`config.mk`:
```
export PLATFORM = sky130hd
export DESIGN_NAME = dlr_ram
export DESIGN_NICKNAME = d
export VERILOG_FILES = /design/src/rtl/core/dlr_ram.sv
export SDC_FILE = /design/constraint.sdc
export NUM_CORES = 2
export LEC_CHECK = 0
export ABC_CLOCK_PERIOD_IN_PS = 5410
export BUFFER_PORTS_ARGS = -buffer_cell sky130_fd_sc_hd__clkbuf_2
export CAP_MARGIN = 10
export CORE_MARGIN = 2
export CORE_UTILIZATION = 55
export CTS_CLUSTER_DIAMETER = 200
export DETAILED_ROUTE_END_ITERATION = 12
export PLACE_DENSITY_LB_ADDON = 0.3
export SLEW_MARGIN = 20
export SYNTH_ARGS = -nofsm -noshare
export SYNTH_HDL_FRONTEND = slang
export SYNTH_SLANG_ARGS = --single-unit
```
`constraint.sdc`:
```
create_clock -name clk -period 5.41 [get_ports clk]
set_input_delay 0.541 -clock clk [delete_from_list [all_inputs] [get_ports clk]]
set_output_delay 0.541 -clock clk [all_outputs]
set_load 0.005 [all_outputs]
```
`src/rtl/core/dlr_ram.sv`:
```
// ----------------------------------------------------------------------------
// dlr_ram
// Simple dual-port synchronous memory, one write and one registered read.
// ----------------------------------------------------------------------------
module dlr_ram #(
    parameter int DEPTH = 256,
    parameter int WIDTH = 16,
    parameter int AW    = 8
) (
    input  logic             clk,
    input  logic             wr_en,
    input  logic [AW-1:0]    wr_addr,
    input  logic [WIDTH-1:0] wr_data,
    input  logic [AW-1:0]    rd_addr,
    output logic [WIDTH-1:0] rd_data
);

    logic [WIDTH-1:0] mem [DEPTH];
    logic [WIDTH-1:0] rd_data_reg;

    always_ff @(posedge clk)
    begin
        if (wr_en)
        begin
            mem[wr_addr] <= wr_data;
        end
    end

    always_ff @(posedge clk)
    begin
        rd_data_reg <= mem[rd_addr];
    end

    assign rd_data = rd_data_reg;

endmodule

```
==> summary.md <==
| Metric | Value |
|---|---|
| Status | finished clean |
| Post-synth EDFFs | 4096 |
| Drt drc | 0 |
| Reg2reg start | mem[131][10]$_DFFE_PP_ |
| Die area | 0.293 mm^2 |
| Post-CTS sizing | 0 |
| Max Freq | 0.273 GHz |
| Ys flop type | edfxtp_1 |
| Worst skew pair latency | 0.99 ns |
| Initial antenna violation count | 17 |
| Distinct cells, synth | 52 |
| Mapped Cells | 7360 |
| Arrival @ worst endpoint | 4.48 ns |
| Io pins | 50 |
| Placed cells | 11200 |
| Post-synth top area cell | edfxtp_1 |
| Required time worst endpoint | 6.23 ns |
| TNS Setup | 0 ns |
| Post-synthesis sequential area ratio | 0.777 |
| Vias per cell | 6.74 |
| PortBufs | 49 |
| Die H | 541 um |
| Clock slew at reported path FFs | 0.06 ns |
| Yosys warns | 0 |
| Post-layout min period | 3.66 ns |
| Worst path bufs/invs | 3 |
| Fin crit share | 0.677 |
| Largest net degree at the start of global routing | 221 |
| Share of cells above drive strength 1 | 0.249 |
| CP peak stage delay | 0.91 ns |
| Fin. Hold Viols | 0 |
| Async SR Flop Fraction | 0 |
| Slew of the pin with the lowest slew margin | 1.20 ns |
| Max reg flops | 4096 |
| Post-CTS setup repair buffer count | 0 |
| Syn Nets | 7394 |
| Area occupied by registers | 0.123 mm^2 |
| Area occupied by multi-input gates | 0.0330 mm^2 |
| Vias in the first global route | 79000 |
| PnR worst setup slack | 1.75 ns |
| Final std cells w/o fill | 11900 |
| Flops & latches, synth | 4112 |
| P_leak | 0.0569 uW |
| Die width | 541 um |
| Final-report setup violation count | 0 |
| Crit Path Class | in -> reg |
| Crit path max-delay family | compound AO/OA/AOI/OAI gates |
| Avg WL per Cell | 34.7 um |
| Row Count | 197 |
| Critical Path Source | rd_addr[1] |
| Hold path startpoint | wr_data[11] |
| Antenna-violating nets left | 0 |
| P&R area growth vs syn | 12.7% |
| Post-Place Worst Slack | 0.923 ns |
| Cell area after technology mapping | 0.159 mm^2 |
| WL final | 414000 um |
| Grt ovf | 0 |
| CTS Buf Count | 402 |
| Fillers | 18800 |
| Yosys top cell area share | 0.775 |
| Mean Syn Cell Area | 21.6 um^2 |
| Detailed-router iteration count before antenna repair | 8 |
| Core Box Area | 0.288 mm^2 |
| Slowest CP cell | a221oi_1 |
| Crit Path Max Fanout | 101 |
| HPWL after DPL | 240000 um |
| CTS tree | yes |
| CP startpoint kind | input pin |
| Vias | 80300 |
| Post-synth top cells | edfxtp_1 (4096), mux4_2 (797), mux2i_1 (565), nor2_1 (304), o221ai_1 (252) |
| Final nets | 7849 |
| Count leader, synth | edfxtp_1 |
| Max clock buf depth | 4 |
| Min-delay worst type | in -> reg |
| Max-slew violations | 0 |
| CTS Root Buffer Type | clkbuf_16 |
| Cell area power density | 372 mW/mm^2 |
| H-tree depth | 5 |
| Gr usage total | 0.281 |
| Global-route wire length before repair | 586000 um |
| Final worst clock skew | 0.0840 ns |
| CP Capture Type | flop |
| Hold_buf cts | 1 |
| Peak supply drop | 0.000344 V |
| Maxcap violations | 0 |
| Placer Congestion | 0.941 |
| Synth area leaders | edfxtp_1 (77%), mux4_2 (11%), mux2i_1 (3.6%), o221ai_1 (1.4%), nor2_1 (0.72%) |
| CP Cell Sequence | buf_8, buf_12, mux4_2, mux2_2, a221oi_1, o31ai_1, o32ai_1, buf_4, nor4_1 |
| Starting density of the core | 0.552 |
| Clk sinks | 4112 |
| Relative slew slack | 0.198 |
| RSZ-0062 raised after global routing | no |
| Initial DRC Count | 12500 |
-- cells by family after synthesis --
| kind of cell | after synthesis | synth area share |
|---|---|---|
| DFF | 4112 | 0.777 |
| muxes | 1450 | 0.155 |
| AOI/OAI and AO/OA | 786 | 0.0354 |
| and+or+nand+nor | 556 | 0.0157 |
| buffers and inverters | 456 | 0.0169 |
-- layout make-up --
class / count / area share
sequential: 4112 / 0.689
multi-input combinational: 2792 / 0.184
clock buffer: 486 / 0.0585
tap: 3781 / 0.0264
timing repair buffer: 503 / 0.0251
clock inverter: 242 / 0.0158
inverter: 4 / 0.000154
antenna: 5 / 0.0000699
-- layout by cell type, fill, tap and decap left out, drive strengths merged, types with 11 or more instances in the layout --
cell,n
a221oi,28
nand3,35
o22ai,148
nor4,18
mux4,797
and3,11
nor2,304
inv,13
edfxtp,4096
nor3,92
nand2,38
mux2i,565
a211oi,18
o21ai,38
dfxtp,16
o221ai,253
a22oi,43
o32ai,21
buf,473
nand4,26
a22o,32
clkbuf,515
a21oi,175
mux2,88
o31ai,16
clkinv,174
clkinvlp,12
bufinv,47
-- metrics by stage --
| step | total power, uW | area [um^2] | utilization | hold slack, ns |
|---|---|---|---|---|
| 6_report | 66500 | 179000 | 0.622 | 0.00357 |
| 5_1_grt | 68100 | 179000 | 0.622 | 0.00593 |
| 2_1_floorplan | 37600 | 159000 | - | 0.640 |
| 4_1_cts | 66700 | 179000 | 0.621 | 0.0320 |
| 3_5_place_dp | 39100 | 165000 | 0.575 | 0.943 |
| 3_3_place_gp | 39000 | 165000 | 0.575 | 0.935 |
-- final timing paths --
check,to,slack (ns),cells after the start
min reg2reg,rd_data[3]$_DFF_P_,1.06,6
max reg2reg,rd_data[10]$_DFF_P_,2.05,7
min,mem[201][11]$_DFFE_PP_,0.004,1
max,rd_data[10]$_DFF_P_,1.75,9
-- metal layers --
layer / wire [um] / GRT usage
met1: 153000 / 0.396
met2: 195000 / 0.433
met3: 47900 / 0.0630
met4: 18700 / 0.113
met5: 24 / 0
-- power by group --
group	switching (uW)	total (uW)	internal, uW
logic	2160	3280	1120
clock network	12000	28100	16100
registers	63.6	35200	35100
total	14200	66500	52300
(Power assumes the default switching activity.)
