==> config.mk <==
export PLATFORM = sky130hd
export DESIGN_NAME = dlr_mac
export DESIGN_NICKNAME = d
export VERILOG_FILES = /design/src/rtl/core/dlr_pkg.sv /design/src/rtl/core/dlr_mac.sv
export SDC_FILE = /design/constraint.sdc
export NUM_CORES = 1
export LEC_CHECK = 0
export BUFFER_PORTS_ARGS = -buffer_cell sky130_fd_sc_hd__buf_2
export CAP_MARGIN = 20
export CORE_ASPECT_RATIO = 2
export CORE_MARGIN = 4
export CORE_UTILIZATION = 59
export CTS_CLUSTER_DIAMETER = 200
export DETAILED_ROUTE_END_ITERATION = 7
export PLACE_DENSITY = 0.92
export RECOVER_POWER = 25
export SETUP_SLACK_MARGIN = 0.5
export SYNTH_ARGS = -nofsm -noshare
export SYNTH_HDL_FRONTEND = slang
export SYNTH_SLANG_ARGS = --single-unit
export TNS_END_PERCENT = 5
==> constraint.sdc <==
create_clock -name clk -period 2.8 [get_ports clk]
set_input_delay 0.14 -clock clk [delete_from_list [all_inputs] [get_ports clk]]
set_output_delay 0.14 -clock clk [all_outputs]
set_load 0.02 [all_outputs]
==> src/rtl/core/dlr_pkg.sv <==
// ----------------------------------------------------------------------------
// dlr_pkg
// Shared types and codes of the dense layer with ReLU output.
// ----------------------------------------------------------------------------
package dlr_pkg;

    localparam int VAL_W   = 16;
    localparam int CNT_W   = 9;
    localparam int OCNT_W  = 7;
    localparam int ROW_W   = 8;
    localparam int COL_W   = 6;
    localparam int CIDX_W  = 2;
    localparam int RES_W   = 15;
    localparam int PROD_W  = 2 * VAL_W;

    typedef enum logic [1:0] {
        REQ_WEIGHT = 2'd0,
        REQ_BIAS   = 2'd1,
        REQ_DATA   = 2'd2,
        REQ_NONE   = 2'd3
    } req_t;

    typedef enum logic [CIDX_W-1:0] {
        CFG_INPUT_COUNT  = 2'd0,
        CFG_OUTPUT_COUNT = 2'd1,
        CFG_SPARE_2      = 2'd2,
        CFG_SPARE_3      = 2'd3
    } cfg_idx_t;

    typedef enum logic [1:0] {
        ST_IDLE,
        ST_RUN,
        ST_WAIT
    } state_t;

    // Tag that travels with one multiply-accumulate term.
    typedef struct packed {
        logic valid;
        logic first;
        logic last;
        logic bias;
    } term_t;

endpackage

==> src/rtl/core/dlr_mac.sv <==
// ----------------------------------------------------------------------------
// dlr_mac
// Registered multiplier, wide accumulator and ReLU with saturation.
// ----------------------------------------------------------------------------
module dlr_mac #(
    parameter int ACC_W = 42
) (
    input  logic                              clk,
    input  logic                              rst_n,
    input  dlr_pkg::term_t                    term,
    input  logic signed [dlr_pkg::VAL_W-1:0]  vec_data,
    input  logic signed [dlr_pkg::VAL_W-1:0]  wgt_data,
    input  logic                              take,
    output logic                              done,
    output logic [dlr_pkg::RES_W-1:0]         relu_value
);

    localparam int SHIFT = 8;
    localparam int TOP   = SHIFT + dlr_pkg::RES_W;

    dlr_pkg::term_t                      tag_reg;
    logic signed [dlr_pkg::PROD_W-1:0]   prod_reg;
    logic signed [dlr_pkg::PROD_W-1:0]   prod_next;
    logic signed [dlr_pkg::VAL_W-1:0]    mul_a;
    logic signed [ACC_W-1:0]             acc_reg;
    logic signed [ACC_W-1:0]             acc_next;
    logic                                done_reg;
    logic                                positive;
    logic                                overflow;

    always_comb
    begin
        mul_a     = term.bias ? dlr_pkg::VAL_W'(256) : vec_data;
        prod_next = mul_a * wgt_data;
        if (tag_reg.first)
        begin
            acc_next = ACC_W'(prod_reg);
        end
        else
        begin
            acc_next = acc_reg + ACC_W'(prod_reg);
        end
    end

    always_ff @(posedge clk or negedge rst_n)
    begin
        if (!rst_n)
        begin
            tag_reg  <= '0;
            done_reg <= 1'b0;
        end
        else
        begin
            tag_reg <= term;
            if (tag_reg.valid && tag_reg.last)
            begin
                done_reg <= 1'b1;
            end
            else if (take)
            begin
                done_reg <= 1'b0;
            end
        end
    end

    always_ff @(posedge clk)
    begin
        prod_reg <= prod_next;
        if (tag_reg.valid)
        begin
            acc_reg <= acc_next;
        end
    end

    always_comb
    begin
        positive = !acc_reg[ACC_W-1] && (acc_reg != '0);
        overflow = |acc_reg[ACC_W-1:TOP];
        if (!positive)
        begin
            relu_value = '0;
        end
        else if (overflow)
        begin
            relu_value = '1;
        end
        else
        begin
            relu_value = acc_reg[TOP-1:SHIFT];
        end
    end

    assign done = done_reg;

endmodule

==> results of run 1 <==
-- metrics by stage --
stage	TNS (ns)	instance area [sq um]	instances	hold WS [ns]
after global placement	-72.05	17100	2165	-0.0569
after CTS	-60.43	18000	2193	0.0860
after floorplan	-56.62	14900	1593	-0.156
after detailed placement	-80.04	17100	2165	-0.0539
-- repair_timing --
| item | 4_1_cts |
|---|---|
| hold buffers | 5 |
| hold endpoints to repair | 8 |
| pin swaps | 51 |
| resized for setup | 116 |
| setup endpoints to repair | 77 |
| setup buffers | 6 |
| cloned | 1 |
-- metal layers --
| metal | overflow | global-route usage, % |
|---|---|---|
| met1 | 0 | 46.4 |
| met5 | 0 | 7.90 |
| met2 | 1 | 72.0 |
| met4 | 2 | 51.3 |
| met3 | 0 | 29.2 |
-- kinds of logic after synthesis --
logic type,after synthesis,synth area share (%)
AO/OA/AOI/OAI,229,10.3
XOR/XNOR,69,4.14
adder cells (fa/ha/maj),386,46.6
buffers and inverters,360,9.26
flip-flops,78,13.7
multiplexers,3,0.223
AND/OR/NAND/NOR,468,15.7
==> results.cfg, run 1 <==
[run_status]
status = did not finish
haltStage = global routing
error = [ERROR GRT-0232] Routing congestion too high. Check the congestion heatmap in the GUI.

[clocking]
cts_root_buffer = clkbuf_16
cts_made_buffers = 9
h-tree-depth = 3
clock_sinks = 78
clockBufferDepth = 2

[synthesis]
yosysTopAreaCell = fa_1
syn_area_per_cell_sq_um = 9.16
synth_area_leaders = fa_1, ha_1, edfxtp_1
synth_common_cells = inv_1, fa_1, nand2_1, and2_1, ha_1
async_flop_share_pct = 5.13
synthCells = 1593
synth_edf_count = 42
synth.distinct_cells = 64
yosysWarnings = 0
synth_top_area_share_pct = 36.1
synthFlopType = edfxtp_1
ys_ff_latch = 78
syn_area_sq_um = 14600
synth-seq-area-share_pct = 13.7
synthMostInstantiatedCell = inv_1
syn_nets = 2018

[die]
die_h_um = 230
start_util_pct = 59.8
pin_count = 55
rows = 81
dieWidth_um = 119

[sta]
crit_endpoint = prod_reg[29]$_DFF_P_/D
endpoint_type = register data pin

[global_route]
grt-ovfl-total = 3
track_usage_pct = 49.9
grt_max_degree = 62

[place]
dp_hpwl_um = 36200
io_buffer_count = 54
gp_congestion = 1.17
dp_slack_ns = -3.50
==> inputs of run 2 (changes only) <==
--- a/config.mk
+++ b/config.mk
@@ -7,14 +7,11 @@
 export LEC_CHECK = 0
 export BUFFER_PORTS_ARGS = -buffer_cell sky130_fd_sc_hd__buf_2
 export CAP_MARGIN = 20
-export CORE_ASPECT_RATIO = 2
 export CORE_MARGIN = 4
-export CORE_UTILIZATION = 59
-export CTS_CLUSTER_DIAMETER = 200
+export CORE_UTILIZATION = 40
 export DETAILED_ROUTE_END_ITERATION = 7
-export PLACE_DENSITY = 0.92
+export PLACE_DENSITY_LB_ADDON = 0.15
 export RECOVER_POWER = 25
-export SETUP_SLACK_MARGIN = 0.5
 export SYNTH_ARGS = -nofsm -noshare
 export SYNTH_HDL_FRONTEND = slang
 export SYNTH_SLANG_ARGS = --single-unit
==> constraint.sdc (replaced) <==
create_clock -name clk -period 3.6 [get_ports clk]
set_input_delay 0.18 -clock clk [delete_from_list [all_inputs] [get_ports clk]]
set_output_delay 0.18 -clock clk [all_outputs]
set_load 0.02 [all_outputs]
==> results.cfg, run 2 <==
[run_status]
status = finished, violations left
failed_checks = capacitance limit, slew limit, setup timing

[sta]
finalCritPeriodShare_pct = 153
max_clock_freq_ghz = 0.181
tns_ns = -35.12
rsz0062_at_grt = yes
tightestPinTransition_ns = 1.94
finalWorstSetupSlack_ns = -1.92
hold_viol_final = 0
finalSetupViolCount = 26
drv_slew = 44
clock_skew_ns = 0.0149
max_slew_margin_pct = -29.2
period_minus_slack_ns = 5.52

[final_layout]
finalInstanceArea_sq_um = 17300
antenna_cells = 0
seq_area_sq_um = 2000
n_fill_cell = 3419
finalNonFillerCells = 2246
multi_input_area_sq_um = 11600
largest_reg_flops = 42
drive_gt1_share_pct = 17.2
nets = 2205
layout_commonest_cell = inv_1
syn_to_final_growth_pct = 18.2
final_cell_mix = inv_1, fa_1, nand2_1, buf_4, and2_1

[die]
pin_count = 55
dieWidth_um = 199
dieArea_sq_um = 39600
die_h_um = 199
rows = 69
start_util_pct = 40.7
core_sq_um = 35800

[synthesis]
synth-seq-area-share_pct = 13.7
synth_area_leaders = fa_1, ha_1, edfxtp_1
async_flop_share_pct = 5.13
syn_area_per_cell_sq_um = 9.16
synth.distinct_cells = 64
syn_nets = 2018
syn_area_sq_um = 14600
synth_top_area_share_pct = 36.1
synth_common_cells = inv_1, fa_1, nand2_1, and2_1, ha_1
synthCells = 1593
ys_ff_latch = 78
yosysWarnings = 0
synthFlopType = edfxtp_1
yosysTopAreaCell = fa_1
synth_edf_count = 42
synthMostInstantiatedCell = inv_1

[run]
cap_violations = 1

[setup_path]
arrival_ns = 5.76
start_kind = input pin
crit_path_end_kind = flip-flop
cpMaxStageDelayCell = fa_1
crit_top_cell = fa_1
cp_max_fo = 9
criticalPathCategory = input pin to flip-flop
max_stage_delay_ns = 0.54
cp.required_ns = 3.83

[clocking]
path_clk_slew_ns = 0.06
cts_tree = done
cts_root_buffer = clkbuf_16
clock_sinks = 78
clock_latency_ns = 0.34
clockBufferDepth = 2
cts_made_buffers = 9
h-tree-depth = 3

[worst_hold_path]
hold_path.class = input pin to flip-flop

[pwr]
pwr-share-clk_pct = 5.9
power.switching_w = 0.00804
power_w = 0.0175
p_comb_share_pct = 82.6
internal_power_w = 0.00943
irDropWorstVdd_uv = 717
p_sw_share_pct = 46.0
p_leak_nw = 8.50
sequentialPowerShare_pct = 11.4
p_per_area_nw_per_um2 = 1010

[routing]
wl_met3_um = 1100
dr.pass1.iters = 5
initialDrtViolationCount = 436
route.vias.total = 10806
drcViolationCount = 0
wl_met1_um = 16700
wire_per_inst_um = 14.8
postRouteAntennaNets = 0
routed.top_layer = met4
met2WireLength_um = 15100
via_per_inst = 4.81
drt-total-wl_um = 33200

[global_route]
track_usage_pct = 17.5
grt-ovfl-total = 0
grt_max_degree = 61
grt_pass1_vias = 11564
antenna_found_initial = 0
grt_pass1_wl_um = 57400

[place]
place_area_sq_um = 16700
dp_hpwl_um = 28900
io_buffer_count = 54
dp_cells = 2223
gp_congestion = 0.830
dp_slack_ns = -2.56
==> run 2: area by class of cell <==
type,instances,area share (%)
flip-flops and latches,78,11.6
clock buffers,11,1.53
repair buffers,224,9.34
well taps,461,3.34
multi-input cells,1156,66.9
inverters,311,6.76
clock inverters,5,0.507
==> run 2: kinds of logic (layout without fill, tap and decap cells) <==
logic type,after synthesis,count (layout),synth area share [%]
adders and majority gates,386,386,46.6
buffers and inverters,360,551,9.26
xor gates and xnor gates,69,69,4.14
AOI/OAI and AO/OA,229,229,10.3
muxes,3,3,0.223
DFF,78,78,13.7
and+or+nand+nor,468,469,15.7
==> run 2: final timing paths <==
check	end	slack, ns	start	cells after the start
max in group asynchronous	tag_reg[2]$_DFF_PN0_	3.21	rst_n	2
setup / recovery	prod_reg[26]$_DFF_P_	-1.92	vec_data[6]	26
hold reg to reg	done$_DFFE_PN0P_	0.47	tag_reg[1]$_DFF_PN0_	2
setup reg to reg	acc_reg[30]$_DFFE_PP_	0.41	acc_reg[0]$_DFFE_PP_	13
min in group asynchronous	tag_reg[2]$_DFF_PN0_	0.19	rst_n	2
hold / removal	done$_DFFE_PN0P_	0.03	take	2
==> run 2: per-stage QoR <==
stage	utilization (%)	hold WS (ns)
after floorplan	-	-0.116
after global placement	46.6	-0.0129
after detailed placement	46.6	-0.00944
after CTS	47.9	0.0218
after global routing	48.2	0.0583
final	48.2	0.0316
==> run 2: power by group through the flow <==
stage,clock network (W),registers [W],logic [W]
after floorplan,0,0.00183,0.00998
after global placement,0,0.00201,0.0139
after detailed placement,0,0.00201,0.0141
after CTS,0.00107,0.00200,0.0144
after global routing,0.00111,0.00205,0.0166
final,0.00104,0.00200,0.0144
==> run 2: critical path: cells and delay by family <==
kind	cells	cell delay [ns]
simple gates	3	0.38
fa+ha+maj	7	3.18
buf+inv	8	0.68
compound gates	7	1.22
xor+xnor	1	0.13
==> run 2: repair_timing <==
| item | in CTS | in global routing |
|---|---|---|
| hold buffers | 4 | 0 |
| hold endpoints to repair | 7 | 0 |
| resized for setup | 22 | 30 |
| cloned | 1 | 0 |
| endpoints found under the setup margin | 26 | 29 |
| buffers inserted | 2 | 0 |
| pin swaps | 5 | 14 |
==> run 2: metal layers <==
metal	track usage (%)	vias up
met4	2.74	0
met1	25.7	5247
li1	-	5367
met3	1.66	21
met2	28.9	171
met5	0	-
(Power assumes the default switching activity.)
==> inputs of run 3 (changes only) <==
--- a/config.mk
+++ b/config.mk
@@ -8,7 +8,7 @@
 export BUFFER_PORTS_ARGS = -buffer_cell sky130_fd_sc_hd__buf_2
 export CAP_MARGIN = 20
 export CORE_MARGIN = 4
-export CORE_UTILIZATION = 40
+export CORE_UTILIZATION = 47
 export DETAILED_ROUTE_END_ITERATION = 7
 export PLACE_DENSITY_LB_ADDON = 0.15
 export RECOVER_POWER = 25
==> results.cfg, run 3 (same netlist as run 2, synthesis figures left out) <==
[final_layout]
nets = 2212
seq_area_sq_um = 2000
post-route-util_pct = 56.3
antenna_cells = 0
final_cell_mix = inv_1, fa_1, nand2_1, buf_4, and2_1
syn_to_final_growth_pct = 17.9
n_fill_cell = 2831
finalNonFillerCells = 2188
drive_gt1_share_pct = 17.6
layout_commonest_cell = inv_1
finalInstanceArea_sq_um = 17200
largest_reg_flops = 42
multi_input_area_sq_um = 11600

[global_route]
grt-ovfl-total = 0
antenna_found_initial = 0
grt_pass1_wl_um = 56600
grt_pass1_vias = 11622
track_usage_pct = 20.2
grt_max_degree = 47

[sta]
finalSetupViolCount = 26
finalWorstSetupSlack_ns = -2.06
rsz0062_at_grt = yes
max_slew_margin_pct = -26.7
finalCritPeriodShare_pct = 157
drv_slew = 44
period_minus_slack_ns = 5.66
max_clock_freq_ghz = 0.177
tightestPinTransition_ns = 1.90
hold_viol_final = 0
clock_skew_ns = 0.0111
hold_ws_ns = 0.0490

[routing]
via_per_inst = 5.00
drcViolationCount = 0
postRouteAntennaNets = 0
dr.pass1.iters = 5
wire_per_inst_um = 15.0
initialDrtViolationCount = 554
route.vias.total = 10942
drt-total-wl_um = 32900

[die]
pin_count = 55
start_util_pct = 47.7
die_h_um = 184
dieArea_sq_um = 33900
dieWidth_um = 184
core_sq_um = 30600
rows = 64

[place]
place_area_sq_um = 16600
gp_congestion = 0.886
io_buffer_count = 54
dp_hpwl_um = 28100
dp_cells = 2160

[run]
cap_violations = 1

[run_status]
status = finished, violations left
failed_checks = capacitance limit, slew limit, setup timing

[setup_path]
criticalPathCategory = input pin to flip-flop
crit_path_end_kind = flip-flop
cp.required_ns = 3.82
cp_max_fo = 7
arrival_ns = 5.88
start_kind = input pin

[pwr]
irDropWorstVdd_uv = 648
power_w = 0.0173
p_per_area_nw_per_um2 = 1010
p_leak_nw = 8.53

[clocking]
cts_root_buffer = clkbuf_16
cts_tree = done
clock_latency_ns = 0.34
clock_sinks = 78
path_clk_slew_ns = 0.06
clockBufferDepth = 2
cts_made_buffers = 9
h-tree-depth = 3

[worst_hold_path]
hold_path.class = input pin to flip-flop
==> run 3: changes by cell type in the layout (fill, tap and decap cells not counted), sizes merged <==
cell / previous run / this run
buf: 216 / 223
bufinv: 2 / 0
clkbuf: 15 / 16
clkinv: 1 / 3
clkinvlp: 1 / 0
==> run 3: worst paths after layout <==
check,start,endpoint,slack (ns),depth (start not counted)
worst max-delay path,term[0],prod_reg[29]$_DFF_P_,-2.06,25
worst min-delay path,take,done$_DFFE_PN0P_,0.05,2
worst max register to register,acc_reg[0]$_DFFE_PP_,acc_reg[40]$_DFFE_PP_,0.42,13
worst min register to register,tag_reg[1]$_DFF_PN0_,done$_DFFE_PN0P_,0.46,2
max in group asynchronous,rst_n,tag_reg[2]$_DFF_PN0_,3.19,2
min in group asynchronous,rst_n,tag_reg[3]$_DFF_PN0_,0.22,2
==> run 3: layer usage <==
layer  vias to the layer above  part of all wire [%]  track usage (%)
met4                         0                   1.7             4.08
met5                         -                     0                0
met3                        40                   3.7             1.58
li1                       5382                     -                -
met1                      5310                    50             30.4
met2                       210                    44             32.4
==> run 3: layout make-up <==
class,count,share of cell area (%)
Clock buffer,12,1.49
Clock inverter,4,0.124
Inverter,311,6.78
Multi-Input combinational cell,1156,67.2
Sequential cell,78,11.6
Tap cell,396,2.88
Timing Repair Buffer,231,9.88
==> run 3: metrics by stage <==
stage | TNS (ns) | worst slack (ns)
6_report | -35.67 | -2.06
3_3_place_gp | -47.86 | -2.45
2_1_floorplan | -36.88 | -2.08
5_1_grt | -40.47 | -2.23
3_5_place_dp | -49.51 | -2.56
4_1_cts | -34.75 | -1.97
==> run 3: critical path, cell delays in order <==
cell      delay (ns)
buf_12          0.12
buf_8           0.12
nor2b_4         0.20
buf_4           0.15
buf_6           0.10
nand2_1         0.07
fa_1            0.54
inv_1           0.07
fa_1            0.55
fa_1            0.43
fa_1            0.48
fa_1            0.49
inv_1           0.05
fa_1            0.47
inv_1           0.06
ha_4            0.22
buf_4           0.15
a21oi_1         0.23
o221ai_4        0.14
o22ai_4         0.16
o211ai_1        0.16
a41oi_2         0.23
nor2b_2         0.08
o41ai_2         0.32
xnor2_1         0.12
==> run 3: report_power, final <==
group	switching (W)	internal [W]	total, W	leakage [nW]
Combinational	0.00735	0.00712	0.0145	7.65
Sequential	0.000370	0.00163	0.00200	0.733
Clock	0.000349	0.000501	0.000851	0.143
==> run 3: what timing repair did <==
item	CTS	global route
endpoints found under the hold margin	7	0
pin swaps	22	15
cloned	1	1
endpoints found under the setup margin	26	27
setup buffers	4	2
hold buffers	4	0
gates resized for setup	46	12
==> inputs of run 4 (changes only) <==
--- a/config.mk
+++ b/config.mk
@@ -7,10 +7,11 @@
 export LEC_CHECK = 0
 export BUFFER_PORTS_ARGS = -buffer_cell sky130_fd_sc_hd__buf_2
 export CAP_MARGIN = 20
-export CORE_MARGIN = 4
+export CORE_MARGIN = 1.5
 export CORE_UTILIZATION = 47
 export DETAILED_ROUTE_END_ITERATION = 7
-export PLACE_DENSITY_LB_ADDON = 0.15
+export GPL_TIMING_DRIVEN = 0
+export PLACE_DENSITY = 0.74
 export RECOVER_POWER = 25
 export SYNTH_ARGS = -nofsm -noshare
 export SYNTH_HDL_FRONTEND = slang
==> results.cfg, run 4 (same netlist as run 2, synthesis figures left out) <==
[final_layout]
multi_input_area_sq_um = 11700
antenna_cells = 0
nets = 2118
seq_area_sq_um = 2000
finalInstanceArea_sq_um = 16600
drive_gt1_share_pct = 12.5
layout_commonest_cell = inv_1
n_fill_cell = 2717
syn_to_final_growth_pct = 13.7
final_cell_mix = inv_1, fa_1, nand2_1, and2_1, ha_1
largest_reg_flops = 42

[setup_path]
worstReg2RegStart = acc_reg[0]$_DFFE_PP_
start_kind = input pin
ff2ff_path_depth = 13
reg2reg_slack_ns = 0.26
startpoint = wgt_data[6]
cp.required_ns = 3.82
arrival_ns = 6.01
crit_path_end_kind = flip-flop
criticalPathCategory = input pin to flip-flop
cp_max_fo = 10
r2r_end = acc_reg[30]$_DFFE_PP_

[sta]
clock_skew_ns = 0.0101
max_slew_margin_pct = -25.2
tightestPinTransition_ns = 1.88
rsz0062_at_grt = yes
period_minus_slack_ns = 5.78
finalSetupViolCount = 25
hold_viol_final = 0
drv_slew = 33
max_clock_freq_ghz = 0.173
finalCritPeriodShare_pct = 161
finalWorstSetupSlack_ns = -2.18

[routing]
wire_per_inst_um = 16.9
drt-total-wl_um = 35400
drcViolationCount = 0
dr.pass1.iters = 7
via_per_inst = 5.30
route.vias.total = 11093
postRouteAntennaNets = 0
initialDrtViolationCount = 799

[global_route]
grt-ovfl-total = 0
track_usage_pct = 23.5
grt_pass1_vias = 11725
grt_pass1_wl_um = 59000
antenna_found_initial = 0
grt_max_degree = 33

[place]
io_buffer_count = 54
place_area_sq_um = 15700
dp_hpwl_um = 28800
gp_congestion = 0.952

[worst_hold_path]
min-delay-start = take
hold_path.class = input pin to flip-flop
min_to = done$_DFFE_PN0P_
worstHoldPathCells = 2

[clocking]
cts_tree = done
cts_root_buffer = clkbuf_16
h-tree-depth = 3
clock_latency_ns = 0.34
clockBufferDepth = 2
path_clk_slew_ns = 0.06
clock_sinks = 78
cts_made_buffers = 9

[die]
dieArea_sq_um = 32100
rows = 64
start_util_pct = 47.7
pin_count = 55
die_h_um = 179
dieWidth_um = 179
core_sq_um = 30600

[run_status]
status = finished, violations left
failed_checks = capacitance limit, slew limit, setup timing

[pwr]
irDropWorstVdd_uv = 777
p_leak_nw = 8.04
power.switching_w = 0.00829
sequentialPowerShare_pct = 11.8
pwr-share-clk_pct = 5.6
p_comb_share_pct = 82.6
internal_power_w = 0.00837
p_per_area_nw_per_um2 = 1000
p_sw_share_pct = 49.8
power_w = 0.0167

[run]
cap_violations = 1
run 4: changes by cell type in the layout (fill, tap and decap cells not counted), sizes merged:
cell	before	now
clkinvlp	0	1
clkinv	3	0
bufinv	0	1
nor2b	24	23
inv	312	315
clkbuf	16	55
buf	223	89
run 4: layer usage:
layer | share of wire [%] | wire length (um) | GRT usage, % | vias up
met5 | 0 | 0 | 0 | -
met4 | 1.3 | 469 | 4.89 | 0
met3 | 6.5 | 2310 | 3.41 | 41
met2 | 47 | 16700 | 39.2 | 356
met1 | 45 | 15900 | 32.4 | 5506
li1 | - | - | - | 5190
run 4: what timing repair did:
item,4_1_cts,5_1_grt
gates resized for setup,71,29
endpoints found under the hold margin,7,0
gates cloned,1,0
endpoints found under the setup margin,26,26
hold buffers,4,0
setup buffers,23,7
pin swaps,32,19
run 4: final cells by class:
class	count	area share [%]
multi-input cells	1155	70.4
flip-flops and latches	78	12.1
inverters	311	7.03
repair buffers	90	3.60
well taps	396	2.99
plain buffers	48	2.13
clock buffers	10	1.44
clock inverters	6	0.392
run 4: power groups by stage:
| stage | clock network, W | registers, W | logic (W) |
|---|---|---|---|
| after floorplan | 0 | 0.00183 | 0.00998 |
| after global placement | 0 | 0.00198 | 0.0121 |
| after detailed placement | 0 | 0.00198 | 0.0124 |
| after CTS | 0.000949 | 0.00196 | 0.0135 |
| after global routing | 0.000983 | 0.00202 | 0.0154 |
| final | 0.000936 | 0.00197 | 0.0138 |
run 4: worst max path at each step:
stage | endpoint | slack [ns]
final | prod_reg[29]$_DFF_P_ | -2.18
after global routing | prod_reg[29]$_DFF_P_ | -2.38
after CTS | prod_reg[29]$_DFF_P_ | -2.18
after detailed placement | prod_reg[31]$_DFF_P_ | -3.25
after global placement | prod_reg[31]$_DFF_P_ | -3.17
after floorplan | prod_reg[29]$_DFF_P_ | -2.08
run 4: through the flow:
stage	std cells	util, %	setup WS, ns	hold slack (ns)	TNS, ns
after global placement	2043	51.1	-3.17	-0.0171	-61.71
final	2094	54.3	-2.18	0.0331	-37.42
after CTS	2087	53.9	-2.18	0.0246	-37.46
after detailed placement	2044	51.2	-3.25	-0.00962	-63.08
after floorplan	1593	-	-2.08	-0.116	-36.88
after global routing	2094	54.3	-2.38	0.0250	-42.17
run 4: worst max-delay path, stage by stage:
cell	delay (ns)
buf_2	0.16
buf_2	0.23
and2_1	0.18
fa_1	0.50
inv_1	0.07
fa_1	0.57
fa_2	0.48
fa_1	0.50
inv_1	0.05
fa_1	0.47
inv_1	0.05
fa_1	0.49
inv_2	0.05
ha_4	0.22
a21o_1	0.15
a21o_1	0.20
a31o_4	0.21
and3_4	0.18
o22ai_4	0.10
o211ai_1	0.17
a41oi_2	0.27
nor2b_2	0.09
o41ai_2	0.32
xnor2_1	0.12
